--- src/sv/adcss_pkg.sv ---
// ----------------------------------------------------------------------------
// adcss_pkg
// Shared widths, constants, lookup functions and divider interface types for
// the ADC sample scaler.
// ----------------------------------------------------------------------------
package adcss_pkg;

    localparam int SAMPLE_W  = 12;
    localparam int V_W       = 13;
    localparam int QUANT_W   = 16;
    localparam int ACC_W     = 18;
    localparam int SUM_W     = 29;
    localparam int CNT_W     = 17;
    localparam int OUT_W     = 25;
    localparam int OPD_W     = 29;
    localparam int MAG_W     = SUM_W;
    localparam int PROD_W    = OPD_W + QUANT_W;
    localparam int STEP_W    = $clog2(MAG_W + 1);
    localparam int CFG_IDX_W = 3;
    localparam int RECIP_W   = 32;
    localparam int TEN_SH    = 35;

    localparam logic [CNT_W-1:0]        MAX_POINTS = 17'd65536;
    localparam logic [CNT_W-1:0]        PTS_RESET  = 17'd1024;
    localparam logic signed [ACC_W-1:0] MIN_INIT   = 18'sd99999;
    localparam logic signed [ACC_W-1:0] MAX_INIT   = -18'sd99999;
    // ceil(2^35 / 10): exact floor divide by ten for any 32-bit magnitude
    localparam logic [RECIP_W-1:0]      RECIP_TEN  = 32'hCCCC_CCCD;

    typedef enum logic [CFG_IDX_W-1:0] {
        CFG_SHIFT_A  = 3'd0,
        CFG_RANGE_A  = 3'd1,
        CFG_SHIFT_B  = 3'd2,
        CFG_RANGE_B  = 3'd3,
        CFG_STATS_EN = 3'd4,
        CFG_POINTS   = 3'd5
    } t_cfg_idx;

    typedef struct packed {
        logic             start;
        logic [MAG_W-1:0] dvd;
        logic [CNT_W-1:0] dvs;
    } t_div_req;

    typedef struct packed {
        logic             done;
        logic [MAG_W-1:0] quo;
    } t_div_rsp;

    function automatic logic signed [V_W-1:0] offset_of(input logic [1:0] code);
        logic signed [V_W-1:0] off;
        case (code)
            2'd1:    off = 13'sd1024;
            2'd2:    off = 13'sd3072;
            default: off = 13'sd2048;
        endcase
        return off;
    endfunction

    function automatic logic [QUANT_W-1:0] quant_of(input logic [1:0] code);
        logic [QUANT_W-1:0] q;
        case (code)
            2'd0:    q = 16'd39072;
            2'd1:    q = 16'd19536;
            2'd2:    q = 16'd9768;
            default: q = 16'd4884;
        endcase
        return q;
    endfunction

endpackage

--- src/sv/adcss_div.sv ---
// ----------------------------------------------------------------------------
// adcss_div
// Restoring unsigned divider, one quotient bit per cycle over the full
// dividend width. Used by the record-average path.
// ----------------------------------------------------------------------------
module adcss_div import adcss_pkg::*; (
    input  logic     i_clk,
    input  logic     i_rst_n,
    input  t_div_req i_req,
    output t_div_rsp o_rsp
);

    logic              r_busy;
    logic              r_done;
    logic [STEP_W-1:0] r_cnt;
    logic [MAG_W-1:0]  r_dvd;
    logic [CNT_W-1:0]  r_dvs;
    logic [CNT_W-1:0]  r_rem;
    logic [MAG_W-1:0]  r_quo;

    logic [CNT_W:0]    w_trial;
    logic [CNT_W:0]    w_diff;
    logic              w_ge;

    assign w_trial = {r_rem, r_dvd[MAG_W-1]};
    assign w_ge    = (w_trial >= {1'b0, r_dvs});
    assign w_diff  = w_trial - {1'b0, r_dvs};

    always_ff @(posedge i_clk) begin
        if (!i_rst_n) begin
            r_busy <= 1'b0;
            r_done <= 1'b0;
            r_cnt  <= '0;
        end else begin
            r_done <= 1'b0;
            if (i_req.start) begin
                r_busy <= 1'b1;
                r_cnt  <= STEP_W'(MAG_W);
            end else if (r_busy) begin
                r_cnt <= r_cnt - 1'b1;
                if (r_cnt == STEP_W'(1)) begin
                    r_busy <= 1'b0;
                    r_done <= 1'b1;
                end
            end
        end
    end

    always_ff @(posedge i_clk) begin
        if (i_req.start) begin
            r_dvd <= i_req.dvd;
            r_dvs <= i_req.dvs;
            r_rem <= '0;
            r_quo <= '0;
        end else if (r_busy) begin
            r_dvd <= {r_dvd[MAG_W-2:0], 1'b0};
            r_rem <= w_ge ? w_diff[CNT_W-1:0] : w_trial[CNT_W-1:0];
            r_quo <= {r_quo[MAG_W-2:0], w_ge};
        end
    end

    assign o_rsp.done = r_done;
    assign o_rsp.quo  = r_quo;

    a_no_restart: assert property (@(posedge i_clk) disable iff (!i_rst_n)
        i_req.start |-> !r_busy)
        else $error("divider restarted while busy");

    a_done_idle: assert property (@(posedge i_clk) disable iff (!i_rst_n)
        r_done |-> !r_busy && r_cnt == '0)
        else $error("divider done while still stepping");

endmodule
--- config.mk ---
export PLATFORM = sky130hd
export DESIGN_NAME = adcss_div
export DESIGN_NICKNAME = d
export VERILOG_FILES = /design/src/sv/adcss_pkg.sv /design/src/sv/adcss_div.sv
export SDC_FILE = /design/constraint.sdc
export NUM_CORES = 1
export LEC_CHECK = 0
export ABC_AREA = 1
export BUFFER_PORTS_ARGS = -buffer_cell sky130_fd_sc_hd__buf_4
export CAP_MARGIN = 40
export CORE_ASPECT_RATIO = 1.1
export CORE_MARGIN = 10
export CORE_UTILIZATION = 25
export CTS_CLUSTER_SIZE = 40
export DETAILED_ROUTE_END_ITERATION = 8
export PLACE_DENSITY = 0.52
export SLEW_MARGIN = 20
export SYNTH_ARGS = -nofsm -noshare
export SYNTH_HDL_FRONTEND = slang
export SYNTH_SLANG_ARGS = --single-unit
export TNS_END_PERCENT = 50
--- constraint.sdc ---
create_clock -name i_clk -period 3.5 [get_ports i_clk]
set_clock_uncertainty 0.2 [all_clocks]
set_input_delay 0.7 -clock i_clk [delete_from_list [all_inputs] [get_ports i_clk]]
set_output_delay 0.7 -clock i_clk [all_outputs]
set_load 0.1 [all_outputs]
==> key figures <==
Power and ir drop
  • Logic pwr share: 10.2%
  • P_int: roughly 1900 uW
  • Static leakage: 0.00291 uW
  • Switching share of power: 25.7%
  • Power share of the clock group: between 30% and 40%
  • VDD IR max: 220 uV
  • PwrDens: 420 nW/um^2
  • Psw: 660 uW
  • Reg power frac: between 50% and 60%

Clocking
  • Clk buf depth: 2
  • Root buf cell: clkbuf_16
  • Worst-skew pair later-pin latency: 0.35 ns
  • CTS clk-pin slew, worst paths: 0.07 ns
  • Hold bufs inserted after CTS: 0
  • Post CTS Setup Buffer Count: 0
  • Post-cts sizing count: 0
  • Clock tree from TritonCTS: yes
  • Total CTS buffers: 9
  • CTS H-tree depth: 3
  • Clock sink count: 99

Timing
  • Setup TNS: 0 ns
  • Max Fclk: 395 MHz
  • Max-slew violation count: 0
  • Final setup fails: 0
  • Slew HR: 53.3%
  • Period utilization: 72.3%
  • RSZ-0062 raised after global routing: false
  • Final Hold Violating Endpoints: 0
  • Worst slew pin tran: 0.700 ns
  • Min cycle time layout: 2.53 ns

Logic synthesis
  • Compound-Gate Fraction of Synth Area: 7.18%
  • Synth Area in XOR/XNOR: under 10%
  • Post-synthesis mux area share: 0%
  • Synth top area cells: edfxtp_1 28%, dfxtp_1 21%, nand2_1 15%, inv_1 7.2%, ha_1 4.8%
  • Synth Register Bits: 99
  • Synth Area in Simple Gates: between 20% and 30%
  • Largest area contributor in the netlist: edfxtp_1
  • Largest family of logic cells by synthesized area: simple AND/OR/NAND/NOR gates
  • Register area share after synthesis: 49.1%
  • Post-Syn Area: a little under 5000 um^2
  • Syn Area/Cell: 8.09 um^2
  • Post-synthesis adder-cell area fraction: under 10%
  • Post-Synthesis Cells: 614
  • Yosys Warn Count: 0
  • Syn nets: 683
  • Post-synthesis cell type count: 43
  • Synth top area share: 27.8%

Setup path
  • Startpoint types: register
  • Worst EP required: 3.53 ns
  • Critical path class: register to register
  • Worst EP arrival: approximately 2.6 ns
  • Crit Path Max Fanout: 19
  • Kind of end point of the critical path: register

Cells and area
  • Layout cells sized above 1: 18.1%
  • Layout Nets: 755
  • Ant diodes: 0
  • Final cell count without fillers: 943
  • Area Overhead vs Synth: 22.9%

Floorplan
  • Starting Density: 25.3%
  • IO Pins: 79
  • Die Wd: between 150 and 200 um
  • Floorplan die height: 168 um
  • Die area: 25900 um^2
  • Rows: 54
  • Core box area: 19700 um^2

Route
  • Routed len/inst: 12.9 um
  • Post-Route WL: 12100 um
  • Router iterations before antenna repair: 4
  • Antenna-violating nets left: 0
  • Via count: 3950
  • Via density: 4.19
  • 1st-iter DRT viols: 246
  • DRC: 0

Global routing
  • Vias in the first global route: 3997
  • First-pass GRT wire length: 20200 um
  • Initial antenna violation count: 0
  • Largest net degree at the start of global routing: 36
  • GRT Util Overall: a little under a tenth
  • Total grt overflow: 0

Placed design
  • Final HPWL from detailed placement: 9080 um
  • Port buffer count: 78
  • Placed cells: 927
  • Routability-driven placement congestion ratio: 0.825

Min path
  • Hold crit path type: register to register

Outcome
  • Status: complete, no violations

Run
  • Maxcap violations: 0
## worst max-delay path, stage by stage (launching register included)
cell and delay, ns:
edfxtp_1 0.33, inv_1 0.05, ha_1 0.35, a21oi_1 0.27
nand2_1 0.11, nand2_1 0.07, nand2_1 0.08, nor2_4 0.40
nand2_8 0.19, nand2_2 0.16, nor2_1 0.05, nor2_1 0.10
nor2_1 0.04
## per-layer routing
| layer | GRT usage (%) | vias up | part of all wire [%] |
|---|---|---|---|
| met5 | 0 | - | 0 |
| met4 | 4.19 | 0 | 1.9 |
| met3 | 3.19 | 15 | 5.8 |
| met2 | 15.2 | 71 | 46 |
| met1 | 11.5 | 1753 | 46 |
| li1 | - | 2111 | - |
## synthesized netlist by cell type, drive strengths merged
cell type	instances
o211ai	2
fa	1
clkbuf	7
and2	1
nor2	41
xor2	5
o21bai	1
nand3	36
ha	19
edfxtp	46
or2	3
o21a	1
nor3	4
buf	14
nand4	14
o31ai	2
nand3b	3
inv	100
a21oi	15
a31oi	2
dfxtp	53
xnor2	2
a211oi	1
o21ai	6
o22ai	26
nand2	209
## metrics by stage
stage | hold slack (ns) | setup WS (ns) | util [%] | power [uW] | cell area, um^2
5_1_grt | 0.295 | 0.795 | 31.1 | 2690 | 6110
2_1_floorplan | 0.245 | 1.04 | - | 1490 | 4970
3_5_place_dp | 0.254 | 0.907 | 29.5 | 1590 | 5810
6_report | 0.268 | 0.971 | 31.1 | 2570 | 6110
4_1_cts | 0.273 | 0.956 | 31.1 | 2610 | 6110
3_3_place_gp | 0.259 | 0.804 | 29.4 | 1590 | 5780
## logic make-up after synthesis
| logic type | after synthesis |
|---|---|
| AND/OR/NAND/NOR | 311 |
| flip-flops | 99 |
| buffers and inverters | 121 |
| AO/OA/AOI/OAI | 56 |
| XOR/XNOR | 7 |
| adder cells (fa/ha/maj) | 20 |
## power by group through the flow
stage | Combinational [uW] | Clock (uW) | Sequential (uW)
6_report | 262 | 1000 | 1300
2_1_floorplan | 170 | 0 | 1320
4_1_cts | 268 | 1040 | 1300
3_3_place_gp | 261 | 0 | 1320
3_5_place_dp | 267 | 0 | 1330
5_1_grt | 302 | 1090 | 1310
## flip-flops by register name (all words and copies together), names as in the netlist
name,count
r_done,1
r_quo,29
r_busy,1
r_rem,17
r_dvd,29
r_cnt,5
r_dvs,17
## layout by cell type, fill, tap and decap left out, drive strengths merged
master,count
nor2,41
buf,82
or2,3
and2,1
o21a,1
inv,105
clkbuf,10
xor2,5
nand3b,3
dfxtp,53
edfxtp,46
xnor2,2
ha,19
o31ai,2
a21oi,15
nor3,4
nand2,209
o21bai,1
o211ai,2
a31oi,2
a211oi,1
fa,1
o21ai,6
o22ai,26
nand3,36
nand4,14
clkinv,1
## final timing paths
path | from | to | slack [ns] | cells after the start
max | r_dvs[13] | r_rem[9] | 0.97 | 12
min | r_quo[28] | r_quo[28] | 0.27 | 2
max reg2reg | r_dvs[13] | r_rem[9] | 0.97 | 12
min reg2reg | r_quo[28] | r_quo[28] | 0.27 | 2
## final cells by class
type / count / area, um^2
inverter: 100 / 375
clock buffer: 10 / 239
multi-input combinational: 394 / 2040
timing repair buffer: 82 / 636
clock inverter: 6 / 62.6
sequential: 99 / 2440
tap: 252 / 315
fill: 2117 / 13600
Power figures use the tool's default switching activity.
